`src/sv/avg_pkg.sv`:
```
`timescale 1ns / 1ps
package avg_pkg;

  localparam int SEG_W          = 7;
  localparam int COORD_W        = 24;
  localparam int RADIUS_W       = 23;
  localparam int START_W        = 16;
  localparam int SWEEP_W        = 17;
  localparam int PHASE_W        = 32;
  localparam int DIVD_W         = PHASE_W + 1;
  localparam int CORDIC_W       = 34;
  localparam int CORDIC_ITERS   = 30;
  localparam int QUEUE_DEPTH    = 2;
  localparam int DEF_MAX_SEGMENTS = 64;
  localparam int DEF_ANGLE_BITS   = 16;

  localparam logic signed [CORDIC_W-1:0] CORDIC_GAIN_INV = 34'sd652032874;
  localparam logic signed [CORDIC_W-1:0] Q30_ONE         = 34'sd1073741824;
  localparam logic signed [31:0]         HALF_PI_Q30     = 32'sd1686629713;

  typedef struct packed {
    logic signed [COORD_W-1:0] cx;
    logic signed [COORD_W-1:0] cy;
    logic [RADIUS_W-1:0]       r;
    logic [PHASE_W-1:0]        start_phase;
    logic [PHASE_W-1:0]        step_phase;
    logic [SEG_W-1:0]          n;
  } job_t;

  typedef enum logic [1:0] {F_IDLE, F_DIV, F_PUSH} front_state_t;

  typedef enum logic [3:0] {
    B_IDLE, B_ZMUL, B_ZLOAD, B_CORDIC, B_TRIG, B_SMUL0, B_SMUL1, B_SMUL2,
    B_EMIT, B_ROT0, B_ROT1, B_ROT2, B_ROT3, B_ROT4
  } back_state_t;

  function automatic logic signed [CORDIC_W-1:0] cordic_atan(input logic [4:0] i);
    logic signed [CORDIC_W-1:0] a;
    unique case (i)
      5'd0:  a = 34'sd843314857;
      5'd1:  a = 34'sd497837829;
      5'd2:  a = 34'sd263043837;
      5'd3:  a = 34'sd133525159;
      5'd4:  a = 34'sd67021687;
      5'd5:  a = 34'sd33543516;
      5'd6:  a = 34'sd16775851;
      5'd7:  a = 34'sd8388437;
      5'd8:  a = 34'sd4194283;
      5'd9:  a = 34'sd2097149;
      5'd10: a = 34'sd1048576;
      5'd11: a = 34'sd524288;
      default: a = 34'sd1 <<< (5'd30 - i);
    endcase
    return a;
  endfunction

endpackage

```
`src/sv/avg_queue.sv`:
```
`timescale 1ns / 1ps
module avg_queue (
  input  logic          clk,
  input  logic          rst_n,
  input  avg_pkg::job_t wdata,
  input  logic          push,
  output logic          full,
  output avg_pkg::job_t rdata,
  input  logic          pop,
  output logic          empty
);
  import avg_pkg::*;

  localparam int PW = $clog2(QUEUE_DEPTH);

  job_t          mem_r [QUEUE_DEPTH];
  logic [PW-1:0] wp_r, rp_r;
  logic [PW:0]   cnt_r;

  assign full  = (cnt_r == (PW+1)'(QUEUE_DEPTH));
  assign empty = (cnt_r == '0);
  assign rdata = mem_r[rp_r];

  always_ff @(posedge clk) begin
    if (push) mem_r[wp_r] <= wdata;
  end

  always_ff @(posedge clk) begin
    if (!rst_n) begin
      wp_r  <= '0;
      rp_r  <= '0;
      cnt_r <= '0;
    end else begin
      if (push) wp_r <= wp_r + PW'(1);
      if (pop)  rp_r <= rp_r + PW'(1);
      cnt_r <= cnt_r + (PW+1)'(push) - (PW+1)'(pop);
    end
  end

endmodule

```
`config.mk`:
```
export PLATFORM = sky130hd
export DESIGN_NAME = avg_queue
export DESIGN_NICKNAME = d
export VERILOG_FILES = /design/src/sv/avg_pkg.sv /design/src/sv/avg_queue.sv
export SDC_FILE = /design/constraint.sdc
export NUM_CORES = 1
export LEC_CHECK = 0
export CORE_MARGIN = 2
export CORE_UTILIZATION = 35
export DETAILED_ROUTE_END_ITERATION = 8
export DONT_BUFFER_PORTS = 1
export MAX_ROUTING_LAYER = met4
export PLACE_DENSITY = 0.49
export SLEW_MARGIN = 20
export SYNTH_ARGS = -nofsm -noshare
export SYNTH_HDL_FRONTEND = slang
export SYNTH_SLANG_ARGS = --single-unit
```
`constraint.sdc`:
```
create_clock -name clk -period 24.9 [get_ports clk]
set_clock_uncertainty 0.2 [all_clocks]
set_input_delay 7.47 -clock clk [delete_from_list [all_inputs] [get_ports clk]]
set_output_delay 7.47 -clock clk [all_outputs]
set_load 0.01 [all_outputs]
```
**After elaboration in Yosys (flattened, before gate mapping)**

Memories as Yosys holds them, arrays and structs flattened. A register that Yosys moved wholly into a read port is not among the register bits.
Cells that the tools add are included.
W data, S select, Z words.

- Reduce and logical (&&, ||, !) cells: 1
- Equal/unequal tests: 1
- Mux-type cells: 4
- Add/sub/neg operators: 4

Operators with widths:

| kind | number |
|---|---|
| $mux W1 | 4 |
| $add A1 B1 Y1 const B | 2 |
| $add A2 B1 Y2 | 1 |
| $eq A2 B2 Y1 const B | 1 |
| $logic_not A2 Y1 | 1 |
| $sub A2 B1 Y2 | 1 |

- Flip-flop bits (word level): 4
- Bits in writable memories: 284
- Output and inout bits: 144
- Memories: 1
- Logic and storage cells: 14

Memories:

| name | depth | width | rd ports | clocked after memory_dff | wr ports | RTL line | source |
|---|---|---|---|---|---|---|---|
| mem_r | 2 | 142 | 1 | 1 | 1 | avg_queue.sv:16 | `job_t mem_r [QUEUE_DEPTH];` |

**Depth between registers and ports, before layout**

Gate-level depths: netlist of the first run.

- Depth after elaboration: 3
- Gate-level depth with buffers: 6

**Least setup slack after synthesis of the first run**

No wires, ideal clock.

- Kind: input-to-reg
- Start point: input push
- End point: memory mem_r[0][0] (netlist bit), enable pin
- Path slack: 10.391 ns
- Arrival: 13.647 ns
- Cell stages on the path: 1
- Cells stage by stage: nor2b_1

- Longest elaborated chain between the ends: 2

RTL lines:

| element | RTL line | source |
|---|---|---|
| from (decl) | avg_queue.sv:6 | `input logic push,` |
| $mux W1 | avg_queue.sv:25 | `if (push) mem_r[wp_r] <= wdata;` |
| $mux W1 (implied by the code) | avg_queue.sv:25 |  |
| to (decl) | avg_queue.sv:16 |  |

No other way between the ends.

==> results of run 1 <==
## worst max path at each step
stage	cells past startpoint	slack (ns)	endpoint
2_1_floorplan	1	10.39	mem_r[0][0]
3_3_place_gp	2	15.28	rdata[44]
3_5_place_dp	2	15.19	rdata[47]
4_1_cts	2	14.60	rdata[40]
5_1_grt	2	14.52	rdata[40]
6_report	2	14.68	rdata[40]
## worst max-delay path, cell delays in order, from the launching register on
cell,delay [ns]
dfxtp_4,0.59
buf_4,0.84
mux2_2,0.46
## Yosys cell counts
cell / count
nor2b_1: 4
ha_1: 2
xnor3_1: 1
inv_1: 2
nor2_1: 1
dfxtp_1: 5
mux2_4: 80
o21a_1: 1
buf_6: 10
edfxtp_1: 284
mux2_2: 62
xor2_1: 1
and2_1: 4
buf_2: 6
## cell usage in the layout (no fill, tap or decap), drive strengths merged
master	Yosys	final
xnor3	1	1
nor2b	4	4
o21a	1	1
mux2	142	142
buf	16	6
clkbuf	0	34
dfxtp	5	5
nor2	1	1
and2	4	4
bufinv	0	2
edfxtp	284	284
clkinv	0	16
ha	2	2
clkinvlp	0	2
xor2	1	1
inv	2	3
## report_power, final
group          internal, uW  switching, uW
clock                   247            173
combinational          37.0           46.4
sequential              563           8.02
## state kept, by name, indices dropped and copies added (netlist names), named ones only
| register | count |
|---|---|
| wp_r | 1 |
| cnt_r | 2 |
| rp_r | 1 |
| mem_r | 284 |
## layout make-up
| class | instances | area share [%] |
|---|---|---|
| Clock buffer | 34 | 6.47 |
| Clock inverter | 21 | 1.34 |
| Inverter | 2 | 0.0618 |
| Multi-Input combinational cell | 156 | 16.7 |
| Sequential cell | 289 | 71.0 |
| Tap cell | 396 | 4.08 |
| Timing Repair Buffer | 6 | 0.371 |
## cells by family after synthesis
kind of cell	share of synthesized area (%)
multiplexers	17.6
AND/OR/NAND/NOR	0.498
flip-flops	79.9
adder cells (fa/ha/maj)	0.232
buffers and inverters	1.39
XOR/XNOR	0.290
AO/OA/AOI/OAI	0.0696
## metal layers
layer	part of all wire, %	up-vias	GRT usage (%)
met1	38	2133	13.2
met5	0	-	-
met3	13	38	6.22
met4	2.6	0	3.28
met2	46	244	17.9
li1	-	1881	-
## stage by stage
step                      instances  total power, uW  utilization (%)  cell area (sq um)  hold WS, ns
final                           904             1080             39.8              12200        0.392
after global routing            904             1120             39.8              12200        0.405
after CTS                       904             1090             39.8              12200        0.399
after detailed placement        849              667             36.7              11200        0.384
after global placement          849              666             36.7              11200        0.370
after floorplan                 463              656                -              10800        0.355
==> impl_table.tex, run 1 <==
\begin{tabular}{lr}
\hline
Metric & Value \\
\hline
\multicolumn{2}{l}{\textbf{STA}} \\
Achievable frequency & roughly 0.098 GHz \\
Final cycle utilization of the critical path & about two fifths \\
Number of setup violations in the final report & 0 \\
Headroom to the max-slew limit & roughly 28\% \\
Transition time at the pin with the least slew margin & around 1.1 ns \\
Unrepaired setup endpoints after global routing & no \\
Total Negative Setup Slacks & 0 ns \\
Final WS setup & $\sim$15 ns \\
Post-layout min period & 10.22 ns \\
Pins over their slew limit & 0 \\
Final Hold Fails & 0 \\
\multicolumn{2}{l}{\textbf{Routing}} \\
Vias & 4,296 \\
Initial drt markers & between 200 and 300 \\
Drt first pass iters & 4 \\
Routed wire length & $\sim$19,000 um \\
Final routed DRC violation total & 0 \\
Avg Vias per Cell & about 4.8 \\
Antenna Violating Nets Remaining & 0 \\
Mean routed wirelength per cell & around 21 um \\
\multicolumn{2}{l}{\textbf{Logic synthesis}} \\
Post-Syn Instances & approximately 460 \\
Avg Inst Size Synth & $\sim$23 sq um \\
Netlist area before placement & $\sim$11,000 sq um \\
Number of distinct library cell variants in the gate-level netlist after synthesis & 14 \\
Net count of the mapped netlist & between 600 and 700 \\
Number of flip-flops and latches in the synthesized netlist & between 200 and 300 \\
Fraction of the yosys area taken by sequential cells & between 70\% and 80\% \\
Biggest area consumer among synthesized cells & edfxtp\_1 \\
Yosys top cell area share & around 79\% \\
Synth warnings & 0 \\
Main area contributors after synthesis & edfxtp\_1 79\%, mux2\_4 11\%, mux2\_2 6.5\% \\
\multicolumn{2}{l}{\textbf{Floorplan}} \\
Starting utilization of the core area & between 30\% and 40\% \\
Number of placed I/O pins & 290 \\
Height of the die & around 180 um \\
Die X-Extent & around 180 um \\
Core box area & $\sim$30,000 sq um \\
Die ar. & 32,300 sq um \\
Num rows & 64 \\
\multicolumn{2}{l}{\textbf{Hold path}} \\
Class of the most critical hold timing path & reg -> reg \\
Start point of the worst hold path & rp\_r \\
Cells on Worst Hold Path & 2 \\
Hold Path End & rp\_r \\
\multicolumn{2}{l}{\textbf{Clock tree}} \\
Clock latency of the later-clocked register in the worst-skew pair & 0.54 ns \\
Clock root buffer & clkbuf\_16 \\
Clock Sinks & $\sim$290 \\
CTS H-Tree Depth & 1 \\
Number of buffers on the longest clock path & 3 \\
CTS tree & done \\
Cts-stage hold buffer count & 0 \\
Clk slew on worst S/H paths & approximately 0.060 ns \\
Post-CTS setup-driven buffer insertion count & 0 \\
Number of buffers created by CTS & 30 \\
CTS resizes & 0 \\
\multicolumn{2}{l}{\textbf{Critical path}} \\
Critical register-to-register path startpoint & wp\_r \\
Startpoint types & flip-flop \\
Required time at the endpoint of the critical path & 17.23 ns \\
Critical path class & reg -> out \\
Arrival @ worst endpoint & 2.55 ns \\
Worst Reg2Reg Path Length in Cells & 2 \\
Crit Reg-Reg Endpoint & mem\_r[1][114] \\
Crit path max fanout & around 70 \\
Critical Path End Type & output port \\
Setup slack of the most critical reg-to-reg path & 22.68 ns \\
\multicolumn{2}{l}{\textbf{Cells and area}} \\
Fraction of final layout cells with drive strength greater than 1 & 38.6\% \\
P\&R area growth vs syn & 12.6\% \\
Sequential cell area & $\sim$8600 sq um \\
Footprint of the multi-input gates & roughly 2000 sq um \\
Antenna diode count & 0 \\
Net count reported at finish & about 630 \\
Number of fill cells in the layout & around 2,700 \\
\multicolumn{2}{l}{\textbf{Placed design}} \\
Routability Congestion & 0.746 \\
Dpl ws & 15.19 ns \\
Number of buffer cells added on primary ports & 0 \\
Estimated wirelength of the detail-placed design & approximately 12,000 um \\
\multicolumn{2}{l}{\textbf{Global routing}} \\
Vias in the first global route & approximately 4,500 \\
First-pass GRT wire length & around 28,000 um \\
Initial antenna violation count & 0 \\
Largest net degree at the start of global routing & 76 \\
Global-route usage over all layers & approximately an eighth \\
Residual overflow from global routing & 0 \\
\multicolumn{2}{l}{\textbf{Power and ir drop}} \\
VDD IR-drop max & roughly 58 uV \\
Areal power density over the cells & $\sim$88 nW/um\^{}2 \\
Leakage Power & 0.00411 uW \\
\multicolumn{2}{l}{\textbf{Flow run}} \\
Max-cap violations & 0 \\
\multicolumn{2}{l}{\textbf{Status}} \\
Status & completed \\
\hline
\end{tabular}
No activity file was read; power rests on OpenSTA's default activity.
==> run 2, diff against run 1 <==
PLACE_DENSITY = 0.51   (was 0.49)
clock period = 8.7 ns   (was 24.9 ns; I/O delays follow)
==> impl_table.tex, run 2 (same netlist as run 1, synthesis figures left out) <==
\begin{tabular}{lr}
\hline
Metric & Value \\
\hline
\multicolumn{2}{l}{\textbf{Floorplan}} \\
Height of the die & 180 um (unchanged) \\
Core box area & 30,500 sq um (unchanged) \\
Number of placed I/O pins & 290 (unchanged) \\
Die X-Extent & 180 um (unchanged) \\
Num rows & 64 (unchanged) \\
Die ar. & 32,300 sq um (unchanged) \\
Starting utilization of the core area & 35.4\% (unchanged) \\
\multicolumn{2}{l}{\textbf{Routing}} \\
Antenna Violating Nets Remaining & 0 (unchanged) \\
Mean routed wirelength per cell & 21.5 um (+1.4\%) \\
Vias & 4,207 (-2.1\%) \\
Avg Vias per Cell & 4.64 (-2.3\%) \\
Routed wire length & 19,500 um (+1.7\%) \\
Initial drt markers & 180 (-32\%) \\
Drt first pass iters & 4 (unchanged) \\
Final routed DRC violation total & 0 (unchanged) \\
\multicolumn{2}{l}{\textbf{Clock tree}} \\
Cts-stage hold buffer count & 0 (unchanged) \\
CTS tree & done \\
Number of buffers created by CTS & 31 (+3.3\%) \\
Clk slew on worst S/H paths & 0.06 ns (about the same) \\
Clock root buffer & clkbuf\_16 \\
Post-CTS setup-driven buffer insertion count & 0 (unchanged) \\
Clock latency of the later-clocked register in the worst-skew pair & 0.56 ns (+0.02 ns) \\
CTS H-Tree Depth & 1 (unchanged) \\
Clock Sinks & 289 (unchanged) \\
Number of buffers on the longest clock path & 3 (unchanged) \\
CTS resizes & 0 (unchanged) \\
\multicolumn{2}{l}{\textbf{STA}} \\
Final Hold Fails & 0 (unchanged) \\
Post-layout min period & roughly 5.5 ns \\
Headroom to the max-slew limit & 31.1\% (+2.6 points) \\
Unrepaired setup endpoints after global routing & no \\
Transition time at the pin with the least slew margin & 1.03 ns (-0.0394 ns) \\
Final cycle utilization of the critical path & a little under two thirds \\
Number of setup violations in the final report & 0 (unchanged) \\
Final WS setup & 3.16 ns (-11.52 ns) \\
Pins over their slew limit & 0 (unchanged) \\
Achievable frequency & 0.181 GHz \\
Total Negative Setup Slacks & 0 ns (unchanged) \\
\multicolumn{2}{l}{\textbf{Critical path}} \\
Arrival @ worst endpoint & 2.73 ns (+0.18 ns) \\
Critical path class & reg -> out \\
Crit Reg-Reg Endpoint & mem\_r[1][72] \\
Required time at the endpoint of the critical path & 5.89 ns (-11.34 ns) \\
Slowest stage cell, crit path & buf\_4 \\
Setup slack of the most critical reg-to-reg path & 5.95 ns (-16.73 ns) \\
Critical register-to-register path startpoint & wp\_r \\
Crit path max fanout & 61 (-15\%) \\
Startpoint types & flip-flop \\
Worst Reg2Reg Path Length in Cells & 2 (unchanged) \\
Critical Path End Type & output port \\
Series of cell instances along the critical path & buf\_4, mux2\_2 \\
Maximum single-stage delay on the critical path & 0.83 ns (about the same) \\
\multicolumn{2}{l}{\textbf{Power and ir drop}} \\
Internal power summed over all cells & 2580 uW (+200\%) \\
Leakage Power & 0.00417 uW (+1.5\%) \\
Proportion of power drawn by the clock network & 42.3\% (+3.2 points) \\
Combinational cell fraction of total power & 7.3\% (-0.5 points) \\
Areal power density over the cells & 264 nW/um\^{}2 (+200\%) \\
Switching Share & 20.7\% (-0.53 points) \\
Flop pwr share & 50.4\% (-2.8 points) \\
Total net switching power & 672 uW (+190\%) \\
VDD IR-drop max & 178 uV (+210\%) \\
\multicolumn{2}{l}{\textbf{Cells and area}} \\
P\&R area growth vs syn & 14.2\% \\
Biggest registers after layout & mem\_r: 284 flops, cnt\_r: 2 flops \\
Fraction of final layout cells with drive strength greater than 1 & 38.6\% (unchanged) \\
Largest reg by FF count & mem\_r \\
Most common cell after layout, fill and taps aside & edfxtp\_1 \\
Non-Filler Cell Area, Final & 12,300 sq um (+1.4\%) \\
Number of flip-flops in the largest register & 284 (unchanged) \\
Footprint of the multi-input gates & 2030 sq um (unchanged) \\
Filler-free cell count of the finished design & 906 (+0.22\%) \\
Number of fill cells in the layout & 2,647 (-1.6\%) \\
Sequential cell area & 8630 sq um (unchanged) \\
Net count reported at finish & 633 (unchanged) \\
Highest-count cells in the layout ignoring fill and taps & 284 x edfxtp\_1, 80 x mux2\_4, 62 x mux2\_2 \\
\multicolumn{2}{l}{\textbf{Global routing}} \\
Vias in the first global route & 4,560 (+0.60\%) \\
First-pass GRT wire length & 28,700 um (+1.8\%) \\
Global-route usage over all layers & 12.0\% (+0.32 points) \\
Residual overflow from global routing & 0 (unchanged) \\
Initial antenna violation count & 1 (+1) \\
Largest net degree at the start of global routing & 110 (+45\%) \\
\multicolumn{2}{l}{\textbf{Placed design}} \\
Dpl ws & 3.69 ns (-11.49 ns) \\
Total placed cells including tap cells & 847 (-0.24\%) \\
Placed inst area & 11,200 sq um (about the same) \\
Estimated wirelength of the detail-placed design & 12,900 um (+4.2\%) \\
Routability Congestion & 0.706 (-5.4\%) \\
Number of buffer cells added on primary ports & 0 (unchanged) \\
\multicolumn{2}{l}{\textbf{Status}} \\
Status & completed \\
\multicolumn{2}{l}{\textbf{Hold path}} \\
Class of the most critical hold timing path & reg -> reg \\
Cells on Worst Hold Path & 2 (unchanged) \\
Start point of the worst hold path & rp\_r \\
\multicolumn{2}{l}{\textbf{Flow run}} \\
Max-cap violations & 0 (unchanged) \\
\hline
\end{tabular}
[run 2: cell count changes in the layout (fill, tap and decap cells not counted), moves of 2 or more]
| cell | before | now |
|---|---|---|
| clkinv_4 | 2 | 0 |
| diode_2 | 0 | 2 |
| clkinv_2 | 7 | 3 |
| bufinv_16 | 2 | 7 |
| buf_4 | 6 | 3 |
[run 2: final cells by class]
cell class / instances / area share (%)
Antenna cell: 2 / 0.0406
Clock buffer: 35 / 6.41
Clock inverter: 21 / 2.43
Inverter: 2 / 0.0609
Multi-Input combinational cell: 156 / 16.4
Sequential cell: 289 / 70.0
Tap cell: 396 / 4.02
Timing Repair Buffer: 5 / 0.568
[run 2: power by group through the flow]
stage	Clock, uW	Sequential [uW]	Combinational (uW)
6_report	1370	1640	238
5_1_grt	1470	1650	255
4_1_cts	1420	1640	243
3_5_place_dp	0	1670	243
3_3_place_gp	0	1670	239
2_1_floorplan	0	1660	213
[run 2: worst max-delay path by stage]
stage / start / to / cells after the start
detailed placement: flip-flop / rdata[42] / 2
global route: flip-flop / rdata[42] / 2
CTS: flip-flop / rdata[42] / 2
finish: flip-flop / rdata[42] / 2
floorplan: push / mem_r[0][0] / 1
global placement: flip-flop / rdata[42] / 2
[run 2: through the flow]
stage	power [uW]	utilization (%)	hold slack, ns
floorplan	1870	-	0.355
global placement	1910	36.7	0.358
detailed placement	1910	36.7	0.371
CTS	3300	40.3	0.386
global route	3370	40.4	0.417
finish	3250	40.4	0.382
[run 2: critical path, delay by kind of cell (launching register included)]
| family | cells | cell delay (ns) |
|---|---|---|
| buffers and inverters | 1 | 0.83 |
| flip-flops | 1 | 0.77 |
| multiplexers | 1 | 0.47 |
[run 2: per-layer routing]
metal  routed length [um]  global-route usage [%]  vias up  share of wire (%)
li1                     -                       -     1880                  -
met1                 6580                    12.0     2061                 34
met2                 9560                    19.4      229                 49
met3                 2790                    7.37       37                 14
met4                  543                    3.41        0                2.8
met5                    0                       -        -                  0
