--- src/sv/avg_pkg.sv ---
`timescale 1ns / 1ps
package avg_pkg;

  localparam int SEG_W          = 7;
  localparam int COORD_W        = 24;
  localparam int RADIUS_W       = 23;
  localparam int START_W        = 16;
  localparam int SWEEP_W        = 17;
  localparam int PHASE_W        = 32;
  localparam int DIVD_W         = PHASE_W + 1;
  localparam int CORDIC_W       = 34;
  localparam int CORDIC_ITERS   = 30;
  localparam int QUEUE_DEPTH    = 2;
  localparam int DEF_MAX_SEGMENTS = 64;
  localparam int DEF_ANGLE_BITS   = 16;

  localparam logic signed [CORDIC_W-1:0] CORDIC_GAIN_INV = 34'sd652032874;
  localparam logic signed [CORDIC_W-1:0] Q30_ONE         = 34'sd1073741824;
  localparam logic signed [31:0]         HALF_PI_Q30     = 32'sd1686629713;

  typedef struct packed {
    logic signed [COORD_W-1:0] cx;
    logic signed [COORD_W-1:0] cy;
    logic [RADIUS_W-1:0]       r;
    logic [PHASE_W-1:0]        start_phase;
    logic [PHASE_W-1:0]        step_phase;
    logic [SEG_W-1:0]          n;
  } job_t;

  typedef enum logic [1:0] {F_IDLE, F_DIV, F_PUSH} front_state_t;

  typedef enum logic [3:0] {
    B_IDLE, B_ZMUL, B_ZLOAD, B_CORDIC, B_TRIG, B_SMUL0, B_SMUL1, B_SMUL2,
    B_EMIT, B_ROT0, B_ROT1, B_ROT2, B_ROT3, B_ROT4
  } back_state_t;

  function automatic logic signed [CORDIC_W-1:0] cordic_atan(input logic [4:0] i);
    logic signed [CORDIC_W-1:0] a;
    unique case (i)
      5'd0:  a = 34'sd843314857;
      5'd1:  a = 34'sd497837829;
      5'd2:  a = 34'sd263043837;
      5'd3:  a = 34'sd133525159;
      5'd4:  a = 34'sd67021687;
      5'd5:  a = 34'sd33543516;
      5'd6:  a = 34'sd16775851;
      5'd7:  a = 34'sd8388437;
      5'd8:  a = 34'sd4194283;
      5'd9:  a = 34'sd2097149;
      5'd10: a = 34'sd1048576;
      5'd11: a = 34'sd524288;
      default: a = 34'sd1 <<< (5'd30 - i);
    endcase
    return a;
  endfunction

endpackage

--- src/sv/avg_in_if.sv ---
`timescale 1ns / 1ps
interface avg_in_if;
  import avg_pkg::*;
  logic                       valid;
  logic                       ready;
  logic signed [COORD_W-1:0]  center_x;
  logic signed [COORD_W-1:0]  center_y;
  logic [RADIUS_W-1:0]        radius;
  logic [START_W-1:0]         arc_start;
  logic [SWEEP_W-1:0]         sweep_angle;
  logic [SEG_W-1:0]           segment_count;
  modport source (output valid, center_x, center_y, radius, arc_start,
                  sweep_angle, segment_count, input ready);
  modport sink (input valid, center_x, center_y, radius, arc_start,
                sweep_angle, segment_count, output ready);
endinterface

--- src/sv/avg_front.sv ---
`timescale 1ns / 1ps
module avg_front #(
  parameter int MAX_SEGMENTS = avg_pkg::DEF_MAX_SEGMENTS,
  parameter int ANGLE_BITS   = avg_pkg::DEF_ANGLE_BITS
) (
  input  logic          clk,
  input  logic          rst_n,
  avg_in_if.sink        in_chan,
  output avg_pkg::job_t q_wdata,
  output logic          q_push,
  input  logic          q_full
);
  import avg_pkg::*;

  localparam int SH = PHASE_W - ANGLE_BITS;
  localparam logic [63:0] ANG_MASK  = (64'd1 << ANGLE_BITS) - 64'd1;
  localparam logic [63:0] FULL_TURN = 64'd1 << ANGLE_BITS;
  localparam logic [SEG_W-1:0] MAX_N = SEG_W'(MAX_SEGMENTS);
  localparam logic [5:0] DIV_LAST = 6'(DIVD_W - 1);

  front_state_t state_r, state_nxt;
  job_t             job_r;
  logic [DIVD_W-1:0] dvd_r;
  logic [SEG_W-1:0]  rem_r;
  logic [SEG_W-1:0]  d_r;
  logic [5:0]        cnt_r;

  logic              acc;
  logic [SEG_W-1:0]  n_c;
  logic [63:0]       swp_c;
  logic [63:0]       dvd_full;
  logic [63:0]       st_full;
  logic [SEG_W:0]    rem_sh;
  logic              ge;

  assign acc      = in_chan.valid && in_chan.ready;
  assign n_c      = (in_chan.segment_count > MAX_N) ? MAX_N : in_chan.segment_count;
  assign swp_c    = (64'(in_chan.sweep_angle) > FULL_TURN) ? FULL_TURN
                                                           : 64'(in_chan.sweep_angle);
  assign dvd_full = swp_c << SH;
  assign st_full  = (64'(in_chan.arc_start) & ANG_MASK) << SH;
  assign rem_sh   = {rem_r, dvd_r[DIVD_W-1]};
  assign ge       = rem_sh >= {1'b0, d_r};

  always_comb begin
    state_nxt = state_r;
    unique case (state_r)
      F_IDLE: begin
        if (acc && in_chan.segment_count != '0) begin
          state_nxt = (n_c == SEG_W'(1)) ? F_PUSH : F_DIV;
        end
      end
      F_DIV: begin
        if (cnt_r == DIV_LAST) state_nxt = F_PUSH;
      end
      F_PUSH: begin
        if (!q_full) state_nxt = F_IDLE;
      end
      default: state_nxt = F_IDLE;
    endcase
  end

  always_comb begin
    in_chan.ready = (state_r == F_IDLE);
    q_push        = (state_r == F_PUSH) && !q_full;
    q_wdata       = job_r;
  end

  always_ff @(posedge clk) begin
    if (!rst_n) begin
      state_r <= F_IDLE;
    end else begin
      state_r <= state_nxt;
    end
  end

  always_ff @(posedge clk) begin
    unique case (state_r)
      F_IDLE: begin
        if (acc) begin
          job_r.cx          <= in_chan.center_x;
          job_r.cy          <= in_chan.center_y;
          job_r.r           <= in_chan.radius;
          job_r.start_phase <= st_full[PHASE_W-1:0];
          job_r.step_phase  <= '0;
          job_r.n           <= n_c;
          dvd_r             <= dvd_full[DIVD_W-1:0];
          d_r               <= n_c - SEG_W'(1);
          rem_r             <= '0;
          cnt_r             <= '0;
        end
      end
      F_DIV: begin
        rem_r <= ge ? SEG_W'(rem_sh - {1'b0, d_r}) : rem_sh[SEG_W-1:0];
        dvd_r <= {dvd_r[DIVD_W-2:0], ge};
        cnt_r <= cnt_r + 6'd1;
        if (cnt_r == DIV_LAST) begin
          job_r.step_phase <= {dvd_r[PHASE_W-2:0], ge};
        end
      end
      default: begin
      end
    endcase
  end

endmodule

--- src/flat_wrapper.sv ---
// flat-port wrapper written by rule: the top's interface ports become plain ports
module avg_front_flat import avg_pkg::*;
#(
  parameter int MAX_SEGMENTS = avg_pkg::DEF_MAX_SEGMENTS,
  parameter int ANGLE_BITS   = avg_pkg::DEF_ANGLE_BITS
)
  (clk, rst_n, q_wdata, q_push, q_full, in_chan_valid, in_chan_center_x, in_chan_center_y, in_chan_radius, in_chan_arc_start, in_chan_sweep_angle, in_chan_segment_count, in_chan_ready);
  avg_in_if in_chan_i ();
  input  logic clk;
  input  logic rst_n;
  output avg_pkg::job_t q_wdata;
  output logic q_push;
  input  logic q_full;
  input wire logic [$bits(in_chan_i.valid)-1:0] in_chan_valid;
  input wire logic [$bits(in_chan_i.center_x)-1:0] in_chan_center_x;
  input wire logic [$bits(in_chan_i.center_y)-1:0] in_chan_center_y;
  input wire logic [$bits(in_chan_i.radius)-1:0] in_chan_radius;
  input wire logic [$bits(in_chan_i.arc_start)-1:0] in_chan_arc_start;
  input wire logic [$bits(in_chan_i.sweep_angle)-1:0] in_chan_sweep_angle;
  input wire logic [$bits(in_chan_i.segment_count)-1:0] in_chan_segment_count;
  output wire logic [$bits(in_chan_i.ready)-1:0] in_chan_ready;
  assign in_chan_i.valid = in_chan_valid;
  assign in_chan_i.center_x = in_chan_center_x;
  assign in_chan_i.center_y = in_chan_center_y;
  assign in_chan_i.radius = in_chan_radius;
  assign in_chan_i.arc_start = in_chan_arc_start;
  assign in_chan_i.sweep_angle = in_chan_sweep_angle;
  assign in_chan_i.segment_count = in_chan_segment_count;
  assign in_chan_ready = in_chan_i.ready;
  avg_front #(.MAX_SEGMENTS(MAX_SEGMENTS), .ANGLE_BITS(ANGLE_BITS)) u_core (.clk(clk), .rst_n(rst_n), .in_chan(in_chan_i), .q_wdata(q_wdata), .q_push(q_push), .q_full(q_full));
endmodule
--- config.mk ---
export PLATFORM = sky130hd
export DESIGN_NAME = avg_front_flat
export DESIGN_NICKNAME = d
export VERILOG_FILES = /design/src/sv/avg_pkg.sv /design/src/sv/avg_in_if.sv /design/src/sv/avg_front.sv /design/src/flat_wrapper.sv
export SDC_FILE = /design/constraint.sdc
export NUM_CORES = 1
export LEC_CHECK = 0
export ABC_AREA = 1
export BUFFER_PORTS_ARGS = -buffer_cell sky130_fd_sc_hd__buf_2
export CORE_MARGIN = 8
export CORE_UTILIZATION = 44
export CTS_CLUSTER_DIAMETER = 60
export DETAILED_ROUTE_END_ITERATION = 10
export PLACE_DENSITY = 0.7
export SETUP_SLACK_MARGIN = 0.2
export SYNTH_ARGS = -nofsm -noshare
export SYNTH_HDL_FRONTEND = slang
export SYNTH_SLANG_ARGS = --single-unit
--- constraint.sdc ---
create_clock -name clk -period 10.5 [get_ports clk]
set_clock_uncertainty 0.05 [all_clocks]
set_input_delay 1.575 -clock clk [delete_from_list [all_inputs] [get_ports clk]]
set_output_delay 1.575 -clock clk [all_outputs]
set_load 0.05 [all_outputs]
After elaboration in Yosys (flattened, before gate mapping)
Cells that the tools add are included.
{"block": "word_totals", "register_bits": 181, "latchBits": 0, "ramBits": 0, "rom_bits": 0, "input_bits": 115, "out_inout_bits": 144, "word_cells": 53, "mem_count": 0}
{"block": "op_classes", "addsub": 3, "n_mul": 0, "div_mod_pow": 0, "magnitude_cmp": 3, "n_eq_ne": 8, "shifts": 0, "mux": 17, "bitwise": 0, "reduce_logical": 11}
{"op": "$pmux W33 S2", "count": 1}
{"op": "$pmux W32 S2", "count": 1}
{"op": "$mux W39", "count": 1}
{"op": "$mux W33", "count": 1}
{"op": "$mux W32", "count": 1}
{"op": "$mux W7", "count": 3}
{"op": "$gt A17 B17 Y1 const B", "count": 1}
{"op": "$mux W17", "count": 1}
{"op": "$pmux W7 S2", "count": 1}
{"op": "$pmux W6 S2", "count": 1}
{"op": "$ge A8 B7 Y1", "count": 1}
{"op": "$mux W2", "count": 4}
{"op": "$eq A7 B1 Y1 const B", "count": 1}
{"op": "$gt A7 B7 Y1 const B", "count": 1}
{"op": "$reduce_bool A7 Y1", "count": 1}
{"op": "$sub A7 B1 Y7 const B", "count": 1}
{"op": "$sub A7 B7 Y7", "count": 1}
{"op": "$add A6 B1 Y6 const B", "count": 1}
{"op": "$eq A6 B6 Y1 const B", "count": 1}
{"op": "$mux W6", "count": 1}
{"op": "$ne A2 B2 Y1 const B", "count": 3}
{"op": "$pmux W2 S3", "count": 1}
{"op": "$reduce_and A3 Y1", "count": 2}
{"op": "$reduce_and A2 Y1", "count": 2}
{"op": "7 further kinds", "count": 9}

Longest topological paths before layout
Gate-level depths: netlist of run 1.
{"block": "logic_depth", "ltp_word": 6, "mapped_depth": 12, "mapped_depth_nobuf": 11}

Least setup slack after synthesis of run 1
Ideal clock, no wire load.
{"block": "synth_timing", "path_type": "input-to-reg", "startpoint": "in in_chan_valid", "endpoint": "reg u_core.job_r, in the netlist u_core.q_wdata[10] (enable)", "setup_ns": 0.466, "arrival_ns": 7.381, "required_time_ns": 9.984, "setup_slack_ns": 2.604, "path_stages": 4, "path_buffers": 0, "path_cell_list": "inv_1 -> nor2_1 -> inv_1 -> o21ai_0"}
{"block": "synth_via", "elab_chain_cells": 3}
{"element": "start, declared", "line_no": "flat_wrapper.sv:14", "text": "input wire logic [$bits(in_chan_i.valid)-1:0] in_chan_valid;"}
{"element": "$logic_and A1 B1 Y1", "line_no": "avg_front.sv:36", "text": "assign acc = in_chan.valid && in_chan.ready;"}
{"element": "$ne A2 B2 Y1 (no source line)"}
{"element": "$reduce_and A3 Y1 (no source line)"}
{"element": "end, declared", "line_no": "avg_front.sv:22", "text": "job_t job_r;"}
No other way between the ends.
A chain may end at the register's enable or synchronous reset.

Final worst setup path of run 1
{"block": "layout_timing", "startpoint": "in q_full", "endpoint": "out q_push"}
{"block": "layout_via", "elab_chain_cells": 2}
{"element": "start, declared", "line_no": "flat_wrapper.sv:13", "text": "input logic q_full;"}
{"element": "$logic_not A1 Y1"}
{"element": "$logic_and A1 B1 Y1", "line_no": "avg_front.sv:65", "text": "q_push = (state_r == F_PUSH) && !q_full;"}
{"element": "end, declared", "line_no": "flat_wrapper.sv:12", "text": "output logic q_push;"}
No other way between the ends.

==> results of run 1 <==
-- sequential cells by signal, indices dropped and copies added, names as in the netlist --
signal and cells:
u_core.q_wdata 126, u_core.dvd_r 33, u_core.d_r 7, u_core.rem_r 7
u_core.cnt_r 6, u_core.state_r 2
-- per-stage QoR --
stage	instances	cell area (sq um)	setup slack, ns	power [mW]
floorplan	533	7080	2.60	1.25
CTS	998	9020	6.85	1.99
finish	998	9020	6.85	1.97
global route	998	9020	6.81	2.05
detailed placement	966	8410	6.56	1.35
global placement	966	8410	6.57	1.34
-- per-layer routing --
layer / up-vias / GRT usage [%]
met5: - / 0
met4: 4 / 7.77
met3: 23 / 7.92
met2: 162 / 28.0
met1: 2025 / 16.0
li1: 2221 / -
-- power breakdown --
part | internal [mW] | switching, mW | leakage (nW)
registers | 0.900 | 0.0254 | 1.77
clock network | 0.377 | 0.267 | 0.291
logic | 0.0887 | 0.312 | 2.04
total | 1.37 | 0.605 | 4.10
-- synthesized netlist by cell type --
cell | count | area, sq um
nor3_2 | 1 | 10.0
a21oi_2 | 1 | 8.76
o21ai_2 | 3 | 26.3
edfxtp_1 | 179 | 5380
xnor2_1 | 4 | 35.0
fa_1 | 1 | 20.0
inv_1 | 76 | 285
o21a_1 | 1 | 7.51
nand3_1 | 24 | 120
clkbuf_1 | 1 | 3.75
o21ai_0 | 8 | 40.0
inv_2 | 1 | 3.75
xor2_1 | 2 | 17.5
conb_1 | 1 | 3.75
o31ai_1 | 1 | 7.51
nor2_4 | 1 | 11.3
dfxtp_1 | 2 | 40.0
nor3_1 | 2 | 10.0
nor2_1 | 74 | 278
buf_6 | 1 | 11.3
nand2_1 | 82 | 308
a21oi_1 | 7 | 35.0
nand2_2 | 1 | 6.26
ha_1 | 11 | 138
nand3b_1 | 1 | 7.51
buf_4 | 18 | 135
nor2_2 | 1 | 6.26
buf_2 | 6 | 30.0
nand3_2 | 1 | 10.0
nand4_1 | 6 | 37.5
-- worst min-delay path, cell delays in order, from the launching register on --
cell and delay, ns:
edfxtp_1 0.32, nand2_1 0.06, inv_1 0.05
-- kinds of logic after synthesis --
logic type,Yosys count
buffers and inverters,103
other,1
XOR/XNOR,6
AO/OA/AOI/OAI,21
adder cells (fa/ha/maj),12
flip-flops,181
AND/OR/NAND/NOR,194
-- cell type report --
type / count / area [sq um] / share of cell area (%)
clock buffer: 18 / 429 / 4.76
timing repair buffer: 243 / 1220 / 13.5
multi-input combinational: 249 / 1220 / 13.5
inverter: 77 / 289 / 3.21
tap: 216 / 270 / 3.00
sequential: 181 / 5420 / 60.1
clock inverter: 14 / 174 / 1.93
-- worst paths after layout --
path	depth (start not counted)	slack, ns	startpoint	endpoint
max	3	6.85	q_full	q_push
min reg2reg	2	0.48	u_core.dvd_r[18]$_DFFE_PP_	u_core.q_wdata[26]$_DFFE_PP_
min	2	0.48	u_core.dvd_r[18]$_DFFE_PP_	u_core.q_wdata[26]$_DFFE_PP_
max reg2reg	4	7.53	u_core.state_r[0]$_SDFFE_PN0P_	u_core.cnt_r[1]$_SDFFCE_PN0P_
==> impl_metrics.toml, run 1 <==
[status]
status = "complete, no violations"

[cells_and_area]
final_nets = 896
drive_gt1_share_pct = 36.6
synthToLayoutAreaGrowth_pct = 28.3
final_util_pct = 57.2
n_antenna_cell = 0
fillers = 1336
layout_common_cells = "buf_2 (242), edfxtp_1 (179), nand2_1 (81)"
final_common_cell = "buf_2"

[route]
via_per_inst = 4.44
drt_wl_total_um = 16000
wl_per_cell_um = 16.1
wl_met2_um = 8180
drc = 0
vias = 4435
drt-pass1-iter-count = 4
ant_nets = 0
drt-met1-wl_um = 5750
wl_met3_um = 1680
highest_layer = "met5"
drtIter0Drc = 186

[clock_network]
hold_buffers = 0
clk_latency_ns = 0.42
cts_tree = "built"
cts_buffers = 17
path_clk_slew_ns = 0.06
root_buffer = "clkbuf_16"
postCtsSetupBuffers = 0
clock_path_buffers = 2
h-tree-depth = 4
cts_resized = 0
cts.sinks = 181

[worst_setup_path]
path_cells = "buf_2 -> nor2_1 -> buf_2"
crit_slowest_cell = "buf_2"
cp_max_fo = 2
path_buf_inv = 2
crit_top_cell = "buf_2"
criticalPathCategory = "input port to output port"
endpoint_kind = "output port"
max_stage_delay_ns = 0.26
worstSetupStartpointType = "input port"
required_ns = 8.88
cpLargestDelayFamily = "buffers and inverters"
worstPathArrival_ns = 2.02

[sta]
timing.final.crit_share_pct = 34.8
holdWs_ns = 0.479
fin_tns_setup_ns = 0
drv_slew = 0
fin_crit_ns = 3.65
fmax_mhz = 274
worst_pin_slew_ns = 1.07
slew-limit-headroom_pct = 28.4
rsz0062_at_grt = "no"
final-hold-violation-count = 0
finalSetupViolCount = 0

[floorplan]
die_area_sq_um = 20300
die_y_um = 142
io_pins = 259
initial_core_util_pct = 44.6
die_x_um = 142
rows = 46
coreArea_sq_um = 15800

[placed_design]
gp_congestion = 0.805
dpl.hpwl_um = 12400
port_buffers = 242

[global_route]
grt_pass1_wl_um = 24500
grt_pass1_vias = 4553
antenna_found_initial = 2
grt_max_degree = 75
gr-total-overflow = 0
track_usage_pct = 16.2

[power]
ir_drop_v = 0.000142
p_leak_nw = 4.10
power_density_nw_per_um2 = 219

[logic_synthesis]
synthAdderAreaFrac_pct = 2.24
synth_top_family_by_area = "simple AND/OR/NAND/NOR gates"
avgSynthCellArea_sq_um = 13.6
ys_ff_latch = 181
ys_types = 30
synth_xor_area_share_pct = 0.748
yosysWarnings = 0
synth_mux_area_share_pct = 0
syn_inst = 518
ys_seq_area_share_pct = 77.1
syn_area_sq_um = 7030
synth-compound-area-share_pct = 1.78
synth-simple-area-share_pct = 11.4

[run]
cap_viol_max_count = 0

[min_path]
worst_hold_path_type = "flip-flop to flip-flop"
(Power assumes the default switching activity.)
==> run 2: changes to the inputs <==
==> constraint.sdc (replaced) <==
create_clock -name clk -period 3.76 [get_ports clk]
set_clock_uncertainty 0.05 [all_clocks]
set_input_delay 0.564 -clock clk [delete_from_list [all_inputs] [get_ports clk]]
set_output_delay 0.564 -clock clk [all_outputs]
set_load 0.05 [all_outputs]
==> run 2 against run 1 <==
Largest power group unchanged; first-iteration DRC count is 77% higher; hold slack lost 0.23 ns; routed wire length is 0.50% lower; critical endpoint is now u_core.q_wdata[30]$_DFFE_PP_; count of clock-buffer cells in the layout did not move; clock power rose to 2.6 times the previous value.
==> impl_metrics.toml, run 2 (synthesized netlist as in run 1, its figures left out) <==
[floorplan]
io_pins = 259
rows = 46
initial_core_util_pct = 44.6
die_area_sq_um = 20300
die_x_um = 142
coreArea_sq_um = 15800
die_y_um = 142

[global_route]
grt_pass1_wl_um = 24200
grt_max_degree = 55
grt.busiest_layer = "met2"
antenna_found_initial = 0
grtUsageMet3_pct = 5.57
met2_usage_pct = 28.7
grtUsageMet1_pct = 16.7
track_usage_pct = 16.0
grt_pass1_vias = 4486
gr-total-overflow = 0

[sta]
worst_slack_ns = 1.43
fmax_mhz = 430
fin_tns_setup_ns = 0
worst_pin_slew_ns = 0.972
final-hold-violation-count = 0
finalSetupViolCount = 0
slew-limit-headroom_pct = 34.9
drv_slew = 0
fin_crit_ns = 2.33
rsz0062_at_grt = "no"
timing.final.crit_share_pct = 61.9

[cells_and_area]
layout_common_cells = "buf_2 (242), edfxtp_1 (179), nand2_1 (81)"
synthToLayoutAreaGrowth_pct = 28.3
drive_gt1_share_pct = 37.2
n_antenna_cell = 0
final_common_cell = "buf_2"
final_nets = 898
largest_reg_flops = 126
fillers = 1345
fin_area_sq_um = 9020

[worst_setup_path]
endpoint_kind = "flip-flop"
criticalPathCategory = "flip-flop to flip-flop"
worstPathArrival_ns = 2.32
required_ns = 3.75
cp_max_fo = 32
worstSetupStartpointType = "flip-flop"

[placed_design]
gp_congestion = 0.848
port_buffers = 242
dpl.hpwl_um = 12100
dpl_cell_area_sq_um = 8450
place_ws_ns = 1.24

[clock_network]
clock_path_buffers = 2
root_buffer = "clkbuf_16"
cts_buffers = 17
cts_tree = "built"
cts_resized = 0
cts.sinks = 181
hold_buffers = 0
path_clk_slew_ns = 0.08
h-tree-depth = 4
postCtsSetupBuffers = 0
clk_latency_ns = 0.43

[status]
status = "complete, no violations"

[route]
wl_per_cell_um = 16.0
ant_nets = 0
drt-pass1-iter-count = 4
drc = 0
via_per_inst = 4.40
vias = 4403
drtIter0Drc = 329
drt_wl_total_um = 16000

[min_path]
worst_hold_path_type = "input port to flip-flop"

[power]
power_density_nw_per_um2 = 599
ir_drop_v = 0.000356
p_leak_nw = 4.10

[run]
cap_viol_max_count = 0
run 2: changes by cell type in the layout (fill, tap and decap cells not counted), moves of 2 or more:
| cell | delta |
|---|---|
| clkinv_2 | -2 |
| dfxtp_2 | +2 |
| dfxtp_1 | -2 |
| buf_4 | +2 |
| inv_8 | +4 |
| bufinv_16 | -3 |
run 2: worst max-delay path, cell delays in order, from the launching register on:
cell and delay (ns):
dfxtp_2 0.36, inv_1 0.10, nor2_4 0.51, inv_2 0.11, o21ai_4 0.79
run 2: layer usage:
layer / up-vias / part of all wire (%) / wire length (um)
li1: 2219 / - / -
met1: 2047 / 37 / 5950
met2: 122 / 55 / 8770
met3: 15 / 6.0 / 960
met4: 0 / 1.7 / 265
met5: - / 0 / 0
run 2: metrics by stage:
step / util [%] / power [mW] / hold WS [ns] / instances
after global routing: 57.2 / 5.62 / 0.226 / 1000
after detailed placement: 53.6 / 3.76 / 0.476 / 968
after CTS: 57.2 / 5.45 / 0.228 / 1000
after floorplan: - / 3.49 / 0.450 / 533
final: 57.2 / 5.40 / 0.249 / 1000
after global placement: 53.6 / 3.75 / 0.473 / 968
run 2: path summary, 6_finish.rpt:
kind	slack, ns	from	end	depth (start not counted)
min reg2reg	0.49	u_core.dvd_r[22]$_DFFE_PP_	u_core.q_wdata[30]$_DFFE_PP_	2
max reg2reg	1.43	u_core.state_r[0]$_SDFFE_PN0P_	u_core.q_wdata[30]$_DFFE_PP_	4
min	0.25	in_chan_radius[6]	u_core.q_wdata[77]$_DFFE_PP_	1
max	1.43	u_core.state_r[0]$_SDFFE_PN0P_	u_core.q_wdata[30]$_DFFE_PP_	4
run 2: final cells by class:
class	count	area (sq um)	share of cell area, %
clock buffers	18	429	4.76
repair buffers	245	1230	13.7
clock inverters	14	135	1.50
inverters	77	289	3.21
flip-flops and latches	181	5420	60.1
multi-input cells	249	1240	13.8
well taps	216	270	3.00
run 2: power by group:
group	internal [mW]	total (mW)	switching, mW
logic	0.254	1.13	0.877
registers	2.51	2.58	0.0703
clock network	0.879	1.69	0.811
